File: src/assert_macros.svh
// Assertion helpers shared by the RTL. Each check runs on the rising clock
// edge and is suspended while reset is held.
`ifndef ASSERT_MACROS_SVH
`define ASSERT_MACROS_SVH

// The consequent must hold in the same cycle as the antecedent.
`define CHK_IMPL(label, ante, cons) \
  label: assert property (@(posedge clk) disable iff (!rst_n) (ante) |-> (cons)) \
    else $error("assertion failed");

// The consequent must hold in the cycle after the antecedent.
`define CHK_NEXT(label, ante, cons) \
  label: assert property (@(posedge clk) disable iff (!rst_n) (ante) |=> (cons)) \
    else $error("assertion failed");

`endif

File: src/jbe_pkg.sv
`default_nettype none
package jbe_pkg;

  localparam int NUM_COMPONENTS = 3;
  localparam int CIDX_W = (NUM_COMPONENTS > 1) ? $clog2(NUM_COMPONENTS) : 1;

  localparam int TAB_W = 21;  // {length[4:0], code[15:0]}
  localparam int VAL_W = 27;  // longest code plus magnitude bits
  localparam int LEN_W = 5;
  localparam int ACC_W = 7 + VAL_W;
  localparam int CNT_W = 6;

  localparam logic [7:0] ZRL_SYMBOL = 8'hF0;
  localparam logic [7:0] EOB_SYMBOL = 8'h00;
  localparam logic [7:0] FF_BYTE = 8'hFF;
  localparam logic [7:0] STUFF_BYTE = 8'h00;
  localparam logic [4:0] DC_MAX_CAT = 5'd11;
  localparam logic [4:0] AC_MAX_CAT = 5'd10;
  localparam logic [5:0] LAST_POS = 6'd63;
  localparam logic [5:0] RUN_16 = 6'd16;

  localparam logic [1:0] ERR_NONE = 2'd0;
  localparam logic [1:0] ERR_AC = 2'd1;
  localparam logic [1:0] ERR_DC = 2'd2;

  typedef enum logic [1:0] {
    EK_BITS  = 2'd0,
    EK_ERR   = 2'd1,
    EK_FLUSH = 2'd2
  } ekind_t;

  typedef struct packed {
    ekind_t            kind;
    logic              last;
    logic [VAL_W-1:0]  val;
    logic [LEN_W-1:0]  len;
  } entry_t;

  localparam int DC_LUMA_COUNTS [16] = '{0,1,5,1,1,1,1,1,1,0,0,0,0,0,0,0};
  localparam int DC_CHROMA_COUNTS [16] = '{0,3,1,1,1,1,1,1,1,1,1,0,0,0,0,0};
  localparam int AC_LUMA_COUNTS [16] = '{0,2,1,3,3,2,4,3,5,5,4,4,0,0,1,8'h7D};
  localparam int AC_CHROMA_COUNTS [16] = '{0,2,1,2,4,4,3,4,7,5,4,4,0,1,2,8'h77};

  localparam logic [7:0] AC_LUMA_SYMS [162] = '{
    8'h01,8'h02,8'h03,8'h00,8'h04,8'h11,8'h05,8'h12,8'h21,8'h31,8'h41,8'h06,8'h13,8'h51,
    8'h61,8'h07,8'h22,8'h71,8'h14,8'h32,8'h81,8'h91,8'hA1,8'h08,8'h23,8'h42,8'hB1,8'hC1,
    8'h15,8'h52,8'hD1,8'hF0,8'h24,8'h33,8'h62,8'h72,8'h82,8'h09,8'h0A,8'h16,8'h17,8'h18,
    8'h19,8'h1A,8'h25,8'h26,8'h27,8'h28,8'h29,8'h2A,8'h34,8'h35,8'h36,8'h37,8'h38,8'h39,
    8'h3A,8'h43,8'h44,8'h45,8'h46,8'h47,8'h48,8'h49,8'h4A,8'h53,8'h54,8'h55,8'h56,8'h57,
    8'h58,8'h59,8'h5A,8'h63,8'h64,8'h65,8'h66,8'h67,8'h68,8'h69,8'h6A,8'h73,8'h74,8'h75,
    8'h76,8'h77,8'h78,8'h79,8'h7A,8'h83,8'h84,8'h85,8'h86,8'h87,8'h88,8'h89,8'h8A,8'h92,
    8'h93,8'h94,8'h95,8'h96,8'h97,8'h98,8'h99,8'h9A,8'hA2,8'hA3,8'hA4,8'hA5,8'hA6,8'hA7,
    8'hA8,8'hA9,8'hAA,8'hB2,8'hB3,8'hB4,8'hB5,8'hB6,8'hB7,8'hB8,8'hB9,8'hBA,8'hC2,8'hC3,
    8'hC4,8'hC5,8'hC6,8'hC7,8'hC8,8'hC9,8'hCA,8'hD2,8'hD3,8'hD4,8'hD5,8'hD6,8'hD7,8'hD8,
    8'hD9,8'hDA,8'hE1,8'hE2,8'hE3,8'hE4,8'hE5,8'hE6,8'hE7,8'hE8,8'hE9,8'hEA,8'hF1,8'hF2,
    8'hF3,8'hF4,8'hF5,8'hF6,8'hF7,8'hF8,8'hF9,8'hFA};

  localparam logic [7:0] AC_CHROMA_SYMS [162] = '{
    8'h00,8'h01,8'h02,8'h03,8'h11,8'h04,8'h05,8'h21,8'h31,8'h06,8'h12,8'h41,8'h51,8'h07,
    8'h61,8'h71,8'h13,8'h22,8'h32,8'h81,8'h08,8'h14,8'h42,8'h91,8'hA1,8'hB1,8'hC1,8'h09,
    8'h23,8'h33,8'h52,8'hF0,8'h15,8'h62,8'h72,8'hD1,8'h0A,8'h16,8'h24,8'h34,8'hE1,8'h25,
    8'hF1,8'h17,8'h18,8'h19,8'h1A,8'h26,8'h27,8'h28,8'h29,8'h2A,8'h35,8'h36,8'h37,8'h38,
    8'h39,8'h3A,8'h43,8'h44,8'h45,8'h46,8'h47,8'h48,8'h49,8'h4A,8'h53,8'h54,8'h55,8'h56,
    8'h57,8'h58,8'h59,8'h5A,8'h63,8'h64,8'h65,8'h66,8'h67,8'h68,8'h69,8'h6A,8'h73,8'h74,
    8'h75,8'h76,8'h77,8'h78,8'h79,8'h7A,8'h82,8'h83,8'h84,8'h85,8'h86,8'h87,8'h88,8'h89,
    8'h8A,8'h92,8'h93,8'h94,8'h95,8'h96,8'h97,8'h98,8'h99,8'h9A,8'hA2,8'hA3,8'hA4,8'hA5,
    8'hA6,8'hA7,8'hA8,8'hA9,8'hAA,8'hB2,8'hB3,8'hB4,8'hB5,8'hB6,8'hB7,8'hB8,8'hB9,8'hBA,
    8'hC2,8'hC3,8'hC4,8'hC5,8'hC6,8'hC7,8'hC8,8'hC9,8'hCA,8'hD2,8'hD3,8'hD4,8'hD5,8'hD6,
    8'hD7,8'hD8,8'hD9,8'hDA,8'hE2,8'hE3,8'hE4,8'hE5,8'hE6,8'hE7,8'hE8,8'hE9,8'hEA,8'hF2,
    8'hF3,8'hF4,8'hF5,8'hF6,8'hF7,8'hF8,8'hF9,8'hFA};

  // Canonical code assignment, indexed by symbol. A symbol missing from the
  // table keeps length zero and so emits nothing.
  function automatic logic [256*TAB_W-1:0] build_ac(input logic chroma);
    logic [256*TAB_W-1:0] t;
    logic [15:0] code;
    logic [7:0] s;
    int idx;
    int n;
    t = '0;
    code = '0;
    idx = 0;
    for (int l = 1; l <= 16; l++) begin
      n = chroma ? AC_CHROMA_COUNTS[l-1] : AC_LUMA_COUNTS[l-1];
      for (int i = 0; i < n; i++) begin
        s = chroma ? AC_CHROMA_SYMS[idx] : AC_LUMA_SYMS[idx];
        t[int'(s)*TAB_W +: TAB_W] = {LEN_W'(l), code};
        idx++;
        code = code + 16'd1;
      end
      code = code << 1;
    end
    return t;
  endfunction

  function automatic logic [12*TAB_W-1:0] build_dc(input logic chroma);
    logic [12*TAB_W-1:0] t;
    logic [15:0] code;
    int idx;
    int n;
    t = '0;
    code = '0;
    idx = 0;
    for (int l = 1; l <= 16; l++) begin
      n = chroma ? DC_CHROMA_COUNTS[l-1] : DC_LUMA_COUNTS[l-1];
      for (int i = 0; i < n; i++) begin
        if (idx < 12) t[idx*TAB_W +: TAB_W] = {LEN_W'(l), code};
        idx++;
        code = code + 16'd1;
      end
      code = code << 1;
    end
    return t;
  endfunction

  localparam logic [256*TAB_W-1:0] AC_LUMA_TAB = build_ac(1'b0);
  localparam logic [256*TAB_W-1:0] AC_CHROMA_TAB = build_ac(1'b1);
  localparam logic [12*TAB_W-1:0] DC_LUMA_TAB = build_dc(1'b0);
  localparam logic [12*TAB_W-1:0] DC_CHROMA_TAB = build_dc(1'b1);

  // Number of significant bits of a magnitude.
  function automatic logic [4:0] cat_of(input logic [16:0] m);
    logic [4:0] c;
    c = '0;
    for (int b = 0; b < 17; b++) begin
      if (m[b]) c = 5'(b + 1);
    end
    return c;
  endfunction

endpackage
`default_nettype wire

File: src/jbe_front.sv
`default_nettype none
module jbe_front (
  input  wire logic           clk,
  input  wire logic           rst_n,
  input  wire logic           in_valid,
  output logic                in_ready,
  input  wire logic           in_command,
  input  wire logic [1:0]     in_component,
  input  wire logic [5:0]     in_position,
  input  wire logic [15:0]    in_coefficient,
  output logic                q_push,
  output jbe_pkg::entry_t     q_entry,
  input  wire logic           q_ready
);
  import jbe_pkg::*;

  logic              item_v_r;
  logic              cmd_r;
  logic [1:0]        comp_r;
  logic [5:0]        pos_r;
  logic [15:0]       coef_r;
  logic [5:0]        run_r, run_nxt;
  logic [15:0]       pred_r [NUM_COMPONENTS];

  logic [CIDX_W-1:0] cidx;
  logic [15:0]       pred_cur;
  logic [16:0]       diff, dmag, acoef, amag, mval;
  logic [4:0]        dcat, acat, cat;
  logic [TAB_W-1:0]  dc_ent, ac_ent, sym_ent;
  logic [7:0]        ac_sym;
  logic [5:0]        run_inc;
  logic              comp_ok;
  logic              done;
  logic              fire;
  logic              pred_load, pred_clear;
  logic [VAL_W-1:0]  mask, mbits;

  assign cidx = comp_r[CIDX_W-1:0];
  assign comp_ok = {30'd0, comp_r} < 32'(NUM_COMPONENTS);
  assign pred_cur = comp_ok ? pred_r[cidx] : 16'd0;

  assign diff = {coef_r[15], coef_r} - {pred_cur[15], pred_cur};
  assign dmag = diff[16] ? (17'd0 - diff) : diff;
  assign dcat = cat_of(dmag);
  assign acoef = {coef_r[15], coef_r};
  assign amag = coef_r[15] ? (17'd0 - acoef) : acoef;
  assign acat = cat_of(amag);
  assign run_inc = run_r + 6'd1;

  assign dc_ent = (comp_r != 2'd0) ? DC_CHROMA_TAB[int'(dcat[3:0])*TAB_W +: TAB_W]
                                   : DC_LUMA_TAB[int'(dcat[3:0])*TAB_W +: TAB_W];

  always_comb begin
    ac_sym = {run_r[3:0], acat[3:0]};
    if (cmd_r || pos_r == 6'd0) ac_sym = EOB_SYMBOL;
    else if (coef_r == 16'd0) ac_sym = EOB_SYMBOL;
    else if (run_r >= RUN_16) ac_sym = ZRL_SYMBOL;
  end

  assign ac_ent = (comp_r != 2'd0) ? AC_CHROMA_TAB[int'(ac_sym)*TAB_W +: TAB_W]
                                   : AC_LUMA_TAB[int'(ac_sym)*TAB_W +: TAB_W];

  // Magnitude bits: negative values are sent as value minus one.
  always_comb begin
    if (pos_r == 6'd0) begin
      cat = dcat;
      mval = diff - {16'd0, diff[16]};
      sym_ent = dc_ent;
    end else begin
      cat = (coef_r == 16'd0 || run_r >= RUN_16) ? 5'd0 : acat;
      mval = acoef - {16'd0, acoef[16]};
      sym_ent = ac_ent;
    end
    mask = (VAL_W'(1) << cat) - VAL_W'(1);
    mbits = VAL_W'(mval) & mask;
  end

  always_comb begin
    q_push = 1'b0;
    q_entry.kind = EK_BITS;
    q_entry.last = 1'b1;
    q_entry.val = (VAL_W'(sym_ent[15:0]) << cat) | mbits;
    q_entry.len = sym_ent[TAB_W-1:16] + cat;
    if (item_v_r) begin
      if (cmd_r) begin
        q_push = 1'b1;
        q_entry.kind = EK_FLUSH;
      end else if (!comp_ok) begin
        q_push = 1'b0;
      end else if (pos_r == 6'd0) begin
        q_push = 1'b1;
        if (dcat > DC_MAX_CAT) begin
          q_entry.kind = EK_ERR;
          q_entry.val = VAL_W'(ERR_DC);
        end
      end else if (coef_r == 16'd0) begin
        q_push = (pos_r == LAST_POS) && (run_inc != 6'd0);
      end else if (acat > AC_MAX_CAT) begin
        q_push = 1'b1;
        q_entry.kind = EK_ERR;
        q_entry.val = VAL_W'(ERR_AC);
      end else begin
        q_push = 1'b1;
        q_entry.last = (run_r < RUN_16);
      end
    end
  end

  assign fire = q_push && q_ready;
  assign done = item_v_r && (q_push ? (fire && q_entry.last) : 1'b1);
  assign in_ready = !item_v_r || done;

  always_comb begin
    run_nxt = run_r;
    pred_load = 1'b0;
    pred_clear = 1'b0;
    if (item_v_r && cmd_r) begin
      if (done) begin
        run_nxt = 6'd0;
        pred_clear = 1'b1;
      end
    end else if (item_v_r && comp_ok) begin
      if (pos_r == 6'd0) begin
        if (done && dcat <= DC_MAX_CAT) begin
          run_nxt = 6'd0;
          pred_load = 1'b1;
        end
      end else if (coef_r == 16'd0) begin
        if (done) run_nxt = q_push ? 6'd0 : run_inc;
      end else if (acat <= AC_MAX_CAT) begin
        if (fire) run_nxt = q_entry.last ? 6'd0 : (run_r - RUN_16);
      end
    end
  end

  always_ff @(posedge clk) begin
    if (!rst_n) begin
      item_v_r <= 1'b0;
      run_r <= 6'd0;
      for (int i = 0; i < NUM_COMPONENTS; i++) pred_r[i] <= 16'd0;
    end else begin
      run_r <= run_nxt;
      if (pred_clear) begin
        for (int i = 0; i < NUM_COMPONENTS; i++) pred_r[i] <= 16'd0;
      end else if (pred_load) begin
        pred_r[cidx] <= coef_r;
      end
      if (in_ready) item_v_r <= in_valid;
    end
  end

  always_ff @(posedge clk) begin
    if (in_ready && in_valid) begin
      cmd_r <= in_command;
      comp_r <= in_component;
      pos_r <= in_position;
      coef_r <= in_coefficient;
    end
  end

endmodule
`default_nettype wire

File: src/jbe_fifo.sv
`default_nettype none
module jbe_fifo (
  input  wire logic             clk,
  input  wire logic             rst_n,
  input  wire logic             push,
  input  wire jbe_pkg::entry_t  push_entry,
  output logic                  push_ready,
  input  wire logic             pop,
  output jbe_pkg::entry_t       pop_entry,
  output logic                  pop_valid
);
  import jbe_pkg::*;

  localparam int DEPTH = 4;
  localparam int PTR_W = $clog2(DEPTH);

  entry_t           mem_r [DEPTH];
  logic [PTR_W-1:0] wr_r, rd_r;
  logic [PTR_W:0]   cnt_r;
  logic             do_push, do_pop;

  assign push_ready = cnt_r != (PTR_W+1)'(DEPTH);
  assign pop_valid = cnt_r != '0;
  assign pop_entry = mem_r[rd_r];
  assign do_push = push && push_ready;
  assign do_pop = pop && pop_valid;

  always_ff @(posedge clk) begin
    if (!rst_n) begin
      wr_r <= '0;
      rd_r <= '0;
      cnt_r <= '0;
    end else begin
      if (do_push) wr_r <= wr_r + PTR_W'(1);
      if (do_pop) rd_r <= rd_r + PTR_W'(1);
      if (do_push && !do_pop) cnt_r <= cnt_r + (PTR_W+1)'(1);
      else if (!do_push && do_pop) cnt_r <= cnt_r - (PTR_W+1)'(1);
    end
  end

  always_ff @(posedge clk) begin
    if (do_push) mem_r[wr_r] <= push_entry;
  end

endmodule
`default_nettype wire

File: src/jbe_back.sv
`default_nettype none
module jbe_back (
  input  wire logic             clk,
  input  wire logic             rst_n,
  input  wire logic             q_valid,
  input  wire jbe_pkg::entry_t  q_entry,
  output logic                  q_pop,
  output logic                  out_valid,
  input  wire logic             out_ready,
  output logic [7:0]            out_byte,
  output logic [1:0]            out_error,
  output logic                  out_last
);
  import jbe_pkg::*;

  logic [ACC_W-1:0] acc_r, acc_nxt;
  logic [CNT_W-1:0] cnt_r, cnt_nxt;
  logic             stuff_r, stuff_nxt;
  logic             end_r, end_nxt;
  logic             held_v_r;
  logic [7:0]       held_byte_r;
  logic [1:0]       held_err_r;
  logic             out_v_r;

  logic             out_free, produce_ok;
  logic             produce, release_last;
  logic [7:0]       prod_byte;
  logic [1:0]       prod_err;
  logic [7:0]       top_byte;
  logic [2:0]       pad;
  logic [ACC_W-1:0] acc_sh;

  assign out_free = !out_v_r || out_ready;
  assign produce_ok = !held_v_r || out_free;
  assign top_byte = 8'(acc_r >> (cnt_r - CNT_W'(8)));
  assign pad = 3'(CNT_W'(8) - cnt_r);
  assign acc_sh = acc_r << q_entry.len;

  // Each produced byte waits in the hold register until either a later byte
  // of the same request arrives or the request ends and it leaves as last.
  always_comb begin
    acc_nxt = acc_r;
    cnt_nxt = cnt_r;
    stuff_nxt = stuff_r;
    end_nxt = end_r;
    q_pop = 1'b0;
    produce = 1'b0;
    release_last = 1'b0;
    prod_byte = STUFF_BYTE;
    prod_err = ERR_NONE;
    if (stuff_r) begin
      if (produce_ok) begin
        produce = 1'b1;
        stuff_nxt = 1'b0;
      end
    end else if (cnt_r >= CNT_W'(8)) begin
      if (produce_ok) begin
        produce = 1'b1;
        prod_byte = top_byte;
        cnt_nxt = cnt_r - CNT_W'(8);
        stuff_nxt = (top_byte == FF_BYTE);
      end
    end else if (end_r) begin
      if (!held_v_r) begin
        end_nxt = 1'b0;
      end else if (out_free) begin
        release_last = 1'b1;
        end_nxt = 1'b0;
      end
    end else if (q_valid) begin
      case (q_entry.kind)
        EK_ERR: begin
          if (produce_ok) begin
            q_pop = 1'b1;
            produce = 1'b1;
            prod_err = q_entry.val[1:0];
            end_nxt = 1'b1;
          end
        end
        EK_FLUSH: begin
          q_pop = 1'b1;
          end_nxt = 1'b1;
          if (cnt_r != '0) begin
            acc_nxt = (acc_r << pad) | ACC_W'((8'd1 << pad) - 8'd1);
            cnt_nxt = CNT_W'(8);
          end
        end
        default: begin
          q_pop = 1'b1;
          acc_nxt = acc_sh | ACC_W'(q_entry.val);
          cnt_nxt = cnt_r + CNT_W'(q_entry.len);
          end_nxt = q_entry.last;
        end
      endcase
    end
  end

  always_ff @(posedge clk) begin
    if (!rst_n) begin
      cnt_r <= '0;
      stuff_r <= 1'b0;
      end_r <= 1'b0;
      held_v_r <= 1'b0;
      out_v_r <= 1'b0;
    end else begin
      cnt_r <= cnt_nxt;
      stuff_r <= stuff_nxt;
      end_r <= end_nxt;
      if (produce) held_v_r <= 1'b1;
      else if (release_last) held_v_r <= 1'b0;
      if ((produce && held_v_r) || release_last) out_v_r <= 1'b1;
      else if (out_ready) out_v_r <= 1'b0;
    end
  end

  always_ff @(posedge clk) begin
    acc_r <= acc_nxt;
    if ((produce && held_v_r) || release_last) begin
      out_byte <= held_byte_r;
      out_error <= held_err_r;
      out_last <= release_last;
    end
    if (produce) begin
      held_byte_r <= prod_byte;
      held_err_r <= prod_err;
    end
  end

  assign out_valid = out_v_r;

endmodule
`default_nettype wire

File: src/jpeg_baseline_entropy_coder.sv
`default_nettype none
// Baseline JPEG Huffman entropy coder.
// Input requests (in_valid/in_ready) carry a command, a component tag, a
// zig-zag position and a quantized coefficient. Command 0 codes the
// coefficient; command 1 ends the scan: the last byte is padded with ones
// and the DC predictors and zero run are cleared.
// Output requests (out_valid/out_ready) carry one scan byte each, stuffed
// zero bytes included, with out_error for a category overflow and out_last
// on the final byte caused by an input request.
// The front end takes one request per cycle while the queue has room and
// writes one bit group to a four-entry queue per cycle; a coefficient after
// sixteen or more zeros first writes one ZRL code per sixteen zeros. The back
// end packs one queue entry or sends one byte per cycle while the output
// can take it, and closes each request in a separate end step.
// A last byte is held in the hold register until the request is known to be
// complete.
// When the receiver stalls, the output register and hold stage fill, then
// the queue, then in_ready drops; nothing is lost.
// Reset (synchronous, active low) empties the queue and clears bit buffer,
// predictors and zero run.
module jpeg_baseline_entropy_coder (
  input  wire logic        clk,
  input  wire logic        rst_n,
  input  wire logic        in_valid,
  output logic             in_ready,
  input  wire logic        in_command,
  input  wire logic [1:0]  in_component,
  input  wire logic [5:0]  in_position,
  input  wire logic [15:0] in_coefficient,
  output logic             out_valid,
  input  wire logic        out_ready,
  output logic [7:0]       out_byte,
  output logic [1:0]       out_error,
  output logic             out_last
);
  import jbe_pkg::*;
  `include "assert_macros.svh"

  logic   q_push, q_ready, q_pop, q_valid;
  entry_t push_entry, pop_entry;

  jbe_front u_front (
    .clk, .rst_n, .in_valid, .in_ready, .in_command, .in_component,
    .in_position, .in_coefficient,
    .q_push, .q_entry(push_entry), .q_ready
  );

  jbe_fifo u_fifo (
    .clk, .rst_n, .push(q_push), .push_entry, .push_ready(q_ready),
    .pop(q_pop), .pop_entry, .pop_valid(q_valid)
  );

  jbe_back u_back (
    .clk, .rst_n, .q_valid, .q_entry(pop_entry), .q_pop,
    .out_valid, .out_ready, .out_byte, .out_error, .out_last
  );

  `CHK_IMPL(a_err_alone, out_valid && out_error != ERR_NONE, out_byte == 8'd0 && out_last)
  `CHK_IMPL(a_err_code, out_valid, out_error == ERR_NONE || out_error == ERR_AC || out_error == ERR_DC)
  `CHK_IMPL(a_pop_nonempty, q_pop, q_valid)
  `CHK_NEXT(a_ff_stuffed, out_valid && out_ready && out_error == ERR_NONE &&
            out_byte == FF_BYTE, !out_valid || out_byte != FF_BYTE || out_error != ERR_NONE)

endmodule
`default_nettype wire

File: config.mk
export PLATFORM = sky130hd
export DESIGN_NAME = jpeg_baseline_entropy_coder
export DESIGN_NICKNAME = d
export VERILOG_FILES = /design/src/jbe_pkg.sv /design/src/jbe_front.sv /design/src/jbe_fifo.sv /design/src/jbe_back.sv /design/src/jpeg_baseline_entropy_coder.sv
export VERILOG_INCLUDE_DIRS = /design/src /design/src/src
export SDC_FILE = /design/constraint.sdc
export NUM_CORES = 1
export LEC_CHECK = 0
export BUFFER_PORTS_ARGS = -buffer_cell sky130_fd_sc_hd__buf_4
export CAP_MARGIN = 20
export CORE_MARGIN = 5
export CORE_UTILIZATION = 48
export DETAILED_ROUTE_END_ITERATION = 12
export MAX_ROUTING_LAYER = met4
export PLACE_DENSITY_LB_ADDON = 0.3
export SLEW_MARGIN = 10
export SYNTH_ARGS = -nofsm -noshare
export SYNTH_HDL_FRONTEND = slang
export SYNTH_SLANG_ARGS = --single-unit
File: constraint.sdc
create_clock -name clk -period 6.8 [get_ports clk]
set_input_delay 0.68 -clock clk [delete_from_list [all_inputs] [get_ports clk]]
set_output_delay 0.68 -clock clk [all_outputs]
set_load 0.01 [all_outputs]
==> results.py, run 1 <==
metrics = {
    "cells_and_area": {
        "layout.nets": 3022,
        "drive_gt1_share_pct": 18.0,
        "multi_input_area_um2": 16200,
        "seqCellArea_um2": 9090,
        "syn_to_final_growth_pct": 13.2,
        "finish.utilization_pct": 54.9,
        "fill_cells": 4839,
    },
    "floorplan": {
        "die_x_um": 244,
        "core_area_um2": 54000,
        "rows": 85,
        "die_y_um": 244,
        "start_util_pct": 48.5,
        "pin_count": 42,
        "dieArea_um2": 59400,
    },
    "power_and_ir_drop": {
        "leakagePower_nw": 10.7,
        "power_density_nw_per_um2": 336,
        "vdd.ir_drop.worst_v": 0.000246,
    },
    "yosys": {
        "synth_area_um2": 26200,
        "seq_area_frac_synth_pct": 34.7,
        "synth_cell_types": 113,
        "syn_avg_cell_area_um2": 9.30,
        "synthFlopType": "edfxtp_1",
        "syn_inst": 2819,
        "ys_warn_count": 0,
        "synth-seq-cells": 312,
        "async_flop_share_pct": 0,
        "synth-edff-count": 284,
    },
    "grt": {
        "grt_overflow": 0,
        "grt_pass1_wl_um": 158000,
        "grt_max_degree": 69,
        "grt_usage_pct": 35.1,
        "antenna_found_initial": 1,
        "grt_pass1_vias": 24600,
    },
    "clock_network": {
        "cts-root-buf": "clkbuf_16",
        "tritoncts": "done",
        "numCtsBuffers": 37,
        "insertion_delay_ns": 0.57,
        "ctsHoldBuffers": 0,
        "cts.sinks": 312,
        "htreeDepth": 2,
        "clkTransAtPathRegs_ns": 0.06,
        "clk_path_buf_depth": 3,
    },
    "sta": {
        "period_minus_slack_ns": 6.48,
        "fin_crit_sh_pct": 95.3,
        "worst_pin_slew_ns": 1.15,
        "fin_worst_skew_ns": 0.0363,
        "hold_viol": 0,
        "rsz0062_at_grt": "false",
        "max_freq_ghz": 0.154,
        "maxSlewHeadroom_pct": 23.2,
        "tns_ns": 0,
        "finalSetupViolations": 0,
        "slew_viol_final": 0,
    },
    "detailed_routing": {
        "drc": 1,
        "ant_nets": 0,
        "finalWirelength_um": 105000,
        "vias": 25600,
        "firstDrtPassIters": 12,
        "routedWlPerCell_um": 28.8,
        "drt-initial-drc-count": 3358,
        "routed_via_density": 7.02,
    },
    "job": {
        "cap_viol_max_count": 0,
    },
    "outcome": {
        "status": "finished, violations left",
        "violations": "design-rule violations",
    },
    "worst_setup_path": {
        "worstPathRequired_ns": 7.09,
        "cp.arrival_ns": 6.77,
        "startpoint_type": "flip-flop",
        "worstSetupPathType": "reg2reg",
        "cp_max_fo": 8,
        "crit_path_end_kind": "flip-flop",
    },
    "hold_path": {
        "hold_path.class": "in2reg",
    },
    "placement": {
        "port-buffer-count": 41,
        "gp_congestion": 1.04,
        "hpwlAfterDp_um": 77800,
    },
}
[critical path: stages, from the launching register on]
cell	delay, ns
edfxtp_1	0.52
or4_4	0.67
nor4_4	0.52
o2111ai_4	0.24
nor3_2	0.63
nand3_1	0.66
o31ai_1	0.55
a21oi_1	0.12
o311ai_1	0.86
and3_1	0.36
a21oi_1	0.13
a21oi_2	0.35
a311oi_1	0.16
a31oi_1	0.42
[logic make-up after synthesis]
logic type,synth area share (%)
AOI/OAI and AO/OA,24.0
adders and majority gates,3.55
buffers and inverters,4.41
and+or+nand+nor,17.6
DFF,34.7
muxes,13.8
xor gates and xnor gates,2.04
other,0.0143
[worst paths after layout]
check | start | end | slack (ns) | cells past startpoint
setup / recovery | u_front.coef_r[9]$_DFFE_PP_ | u_fifo.mem_r[2][18]$_DFFE_PP_ | 0.32 | 13
hold / removal | in_coefficient[7] | u_front.coef_r[7]$_DFFE_PP_ | 0.29 | 1
setup reg to reg | u_front.coef_r[9]$_DFFE_PP_ | u_fifo.mem_r[2][18]$_DFFE_PP_ | 0.32 | 13
hold reg to reg | u_back.held_byte_r[0]$_SDFFCE_PP0P_ | u_back.out_byte[0]$_DFFE_PP_ | 0.42 | 0
[registers in the layout, indices dropped and copies added (netlist names), 2 cells and up, named ones only]
register / flops
u_fifo.mem_r: 140
u_front.pred_r: 64
u_back.acc_r: 34
u_front.coef_r: 16
u_back.held_byte_r: 8
u_back.out_byte: 8
u_back.cnt_r: 6
u_front.pos_r: 6
u_front.run_r: 6
u_fifo.cnt_r: 3
u_back.held_err_r: 2
u_back.out_error: 2
u_fifo.rd_r: 2
u_fifo.wr_r: 2
u_front.cidx: 2
[Yosys cell counts, types with 15 or more instances]
master       n  area (um2)
edfxtp_1   284        8530
nand2_1    274        1030
nor2_1     202         758
a21oi_1    193         966
clkbuf_1   160         601
o21ai_0    156         781
mux2i_1    130        1300
mux4_2      95        2140
nor3_1      88         440
a211oi_1    87         653
nand3_1     82         410
and2_1      74         463
ha_1        68         851
a31oi_1     65         407
inv_1       63         236
xnor2_1     44         385
nor2b_1     33         206
o211ai_1    32         240
nand4_1     31         194
o22ai_1     30         188
buf_2       28         140
dfxtp_1     28         561
a21o_1      27         203
and3_1      24         150
nand2b_1    24         150
buf_1       20        75.1
nor4_1      19         119
o31ai_1     19         143
or3_1       19         119
a2111oi_0   17         149
xor2_1      17         149
a21boi_0    16         120
a221oi_1    15         131
or2_2       15        93.8
[metal layers]
| metal | vias up | GRT usage (%) | share of wire [%] |
|---|---|---|---|
| met3 | 398 | 5.62 | 8.3 |
| met4 | 0 | 17.0 | 6.4 |
| met2 | 1518 | 55.8 | 46 |
| met1 | 12500 | 44.2 | 39 |
| li1 | 11200 | - | - |
| met5 | - | - | 0 |
[timing repair]
item / in CTS / in global routing
buffers inserted: 0 / 1
resized for setup: 0 / 28
endpoints found under the setup margin: 0 / 96
[stage by stage]
step / hold WS [ns] / total power, W / setup WS, ns / cell area [um2] / std cells
detailed placement: 0.405 / 0.00788 / 0.284 / 28300 / 3574
global placement: 0.403 / 0.00782 / 0.304 / 28300 / 3574
global route: 0.270 / 0.0105 / 0.00670 / 29700 / 3645
finish: 0.287 / 0.00998 / 0.316 / 29700 / 3645
CTS: 0.260 / 0.00983 / 0.218 / 29500 / 3640
floorplan: 0.400 / 0.00627 / 0.00357 / 26300 / 2834
[placed cells by master (no fill, tap or decap), types with 27 or more instances in the layout]
cell type,synthesis,layout
a211oi_1,87,87
mux4_2,95,95
o22ai_1,30,29
edfxtp_1,284,284
and2_1,74,74
nor2b_1,33,33
nor2_1,202,200
o211ai_1,32,32
nor3_1,88,86
a21o_1,27,27
nand2_1,274,274
xnor2_1,44,41
a21oi_1,193,187
o21ai_0,156,149
clkbuf_16,0,38
mux2i_1,130,129
inv_1,63,63
a31oi_1,65,65
ha_1,68,64
nand3_1,82,82
buf_4,4,258
nand4_1,31,31
[power breakdown]
part | switching [W] | internal (W) | leakage [nW]
registers | 0.000345 | 0.00252 | 2.93
clock network | 0.000829 | 0.00109 | 0.556
logic | 0.00318 | 0.00202 | 7.17
total | 0.00436 | 0.00562 | 10.7
[area by class of cell]
type | instances | area share (%)
antenna | 1 | 0.00843
clock buffer | 46 | 3.34
clock inverter | 20 | 0.603
inverter | 71 | 0.898
multi-input combinational | 2235 | 54.6
sequential | 312 | 30.6
tap | 696 | 2.93
timing repair buffer | 264 | 6.93
Note: power is estimated with default switching activity, not from simulation.
==> run 2, diff against run 1 <==
- RECOVER_POWER: default -> 100
==> results.py, run 2 (same netlist as run 1, synthesis figures left out) <==
metrics = {
    "outcome": {
        "status": "finished, violations left",
        "violations": "max-capacitance violations, max-slew violations",
    },
    "grt": {
        "grt_usage_pct": 35.1,
        "grt_max_degree": 69,
        "grt_overflow": 0,
        "antenna_found_initial": 1,
        "grt_pass1_vias": 24600,
        "grt_pass1_wl_um": 158000,
    },
    "sta": {
        "hold_viol": 0,
        "fin_worst_skew_ns": 0.0343,
        "tns_ns": 0,
        "period_minus_slack_ns": 6.51,
        "maxSlewHeadroom_pct": -63.0,
        "slew_viol_final": 228,
        "max_freq_ghz": 0.154,
        "fin_crit_sh_pct": 95.7,
        "rsz0062_at_grt": "false",
        "finalSetupViolations": 0,
        "worst_pin_slew_ns": 2.45,
    },
    "floorplan": {
        "die_x_um": 244,
        "rows": 85,
        "start_util_pct": 48.5,
        "core_area_um2": 54000,
        "dieArea_um2": 59400,
        "die_y_um": 244,
        "pin_count": 42,
    },
    "worst_setup_path": {
        "cp_max_fo": 29,
        "worstPathCellList": "clkbuf_1, ha_1, a21oi_2, o21bai_1, o31a_1, or3_1, a2111o_1, o311a_1, a311oi_1, a31o_2, a21o_1, buf_4, a31oi_4, inv_2, buf_4, nor2_1, a22o_1, mux2i_1, mux2i_1, o22ai_1",
        "worstSetupPathType": "reg2reg",
        "cp_num_buf_inv": 4,
        "cp.arrival_ns": 6.78,
        "path_delay_family": "compound AO/OA/AOI/OAI gates",
        "startpoint_type": "flip-flop",
        "crit_path_max_incr_delay_ns": 0.52,
        "crit_path_end_kind": "flip-flop",
        "slowest_stage": "clkbuf_1",
        "worstPathRequired_ns": 7.07,
    },
    "detailed_routing": {
        "finalWirelength_um": 105000,
        "firstDrtPassIters": 6,
        "ant_nets": 0,
        "routedWlPerCell_um": 28.8,
        "routed_via_density": 7.01,
        "drc": 0,
        "drt-initial-drc-count": 3410,
        "vias": 25600,
    },
    "clock_network": {
        "insertion_delay_ns": 0.57,
        "cts-root-buf": "clkbuf_16",
        "clkTransAtPathRegs_ns": 0.06,
        "htreeDepth": 2,
        "numCtsBuffers": 37,
        "ctsHoldBuffers": 0,
        "clk_path_buf_depth": 3,
        "tritoncts": "done",
        "cts.sinks": 312,
    },
    "job": {
        "cap_viol_max_count": 6,
    },
    "power_and_ir_drop": {
        "power_density_nw_per_um2": 337,
        "leakagePower_nw": 10.5,
        "vdd.ir_drop.worst_v": 0.000246,
        "p_total_w": 0.00996,
    },
    "cells_and_area": {
        "layout.nets": 3022,
        "mostFrequentLayoutCells": "284 x edfxtp_1, 274 x nand2_1, 201 x buf_4, 200 x nor2_1, 187 x a21oi_1",
        "fill_cells": 4869,
        "syn_to_final_growth_pct": 12.7,
        "layout_commonest_cell": "edfxtp_1",
        "largest_register_ffs": 140,
        "regMostFlops": "u_fifo.mem_r",
        "drive_gt1_share_pct": 16.9,
        "reg_top3": "u_fifo.mem_r x140, u_front.pred_r x64, u_back.acc_r x34",
    },
    "hold_path": {
        "hold_path.class": "in2reg",
    },
    "placement": {
        "hpwlAfterDp_um": 77800,
        "port-buffer-count": 41,
        "gp_congestion": 1.04,
    },
}
run 2: repair_timing:
item | 4_1_cts | 5_1_grt
endpoints found under the setup margin | 0 | 96
resized for setup | 0 | 28
setup buffers | 0 | 1
run 2: area by class of cell:
cell class                 instances  area, um2  area share [%]
antenna                            1       2.50         0.00847
clock buffer                      46        991            3.35
clock inverter                    20        179           0.605
inverter                          71        267           0.902
multi-input combinational       2235      16200            54.9
sequential                       312       9090            30.8
tap                              696        871            2.95
timing repair buffer             264       1930            6.54
run 2: layer usage:
layer	share of wire, %	track usage [%]
met2	47	55.8
met4	6.3	17.0
met5	0	-
met1	39	44.2
met3	8.4	5.62
run 2: metrics by stage:
| stage | util, % | setup WS (ns) | area, um2 | hold WS, ns | std cells |
|---|---|---|---|---|---|
| global placement | 52.4 | 0.304 | 28300 | 0.403 | 3574 |
| CTS | 54.6 | 0.218 | 29500 | 0.260 | 3640 |
| finish | 54.7 | 0.290 | 29600 | 0.308 | 3645 |
| global route | 54.7 | 0.00670 | 29600 | 0.295 | 3645 |
| detailed placement | 52.4 | 0.284 | 28300 | 0.405 | 3574 |
| floorplan | - | 0.00357 | 26300 | 0.400 | 2834 |
run 2: worst reg2reg max path, cell delays in order (launching register included):
cell and delay, ns:
edfxtp_1 0.51, clkbuf_1 0.52, ha_1 0.38, a21oi_2 0.28, o21bai_1 0.25, o31a_1 0.37, or3_1 0.41, a2111o_1 0.52
o311a_1 0.35, a311oi_1 0.28, a31o_2 0.18, a21o_1 0.12, buf_4 0.19, a31oi_4 0.12, inv_2 0.08, buf_4 0.31
nor2_1 0.11, a22o_1 0.27, mux2i_1 0.29, mux2i_1 0.21, o22ai_1 0.48
run 2: power by group:
| group | total, W | internal [W] | switching [W] |
|---|---|---|---|
| registers | 0.00287 | 0.00252 | 0.000343 |
| clock network | 0.00192 | 0.00109 | 0.000829 |
| logic | 0.00517 | 0.00198 | 0.00319 |
| total | 0.00996 | 0.00560 | 0.00436 |
run 2: final timing paths:
| kind | startpoint | end | slack (ns) | cells past startpoint |
|---|---|---|---|---|
| min | in_coefficient[7] | u_front.coef_r[7]$_DFFE_PP_ | 0.31 | 1 |
| max | u_front.coef_r[3]$_DFFE_PP_ | u_fifo.mem_r[2][31]$_DFFE_PP_ | 0.29 | 20 |
| max reg2reg | u_front.coef_r[3]$_DFFE_PP_ | u_fifo.mem_r[2][31]$_DFFE_PP_ | 0.29 | 20 |
| min reg2reg | u_back.held_byte_r[0]$_SDFFCE_PP0P_ | u_back.out_byte[0]$_DFFE_PP_ | 0.42 | 0 |
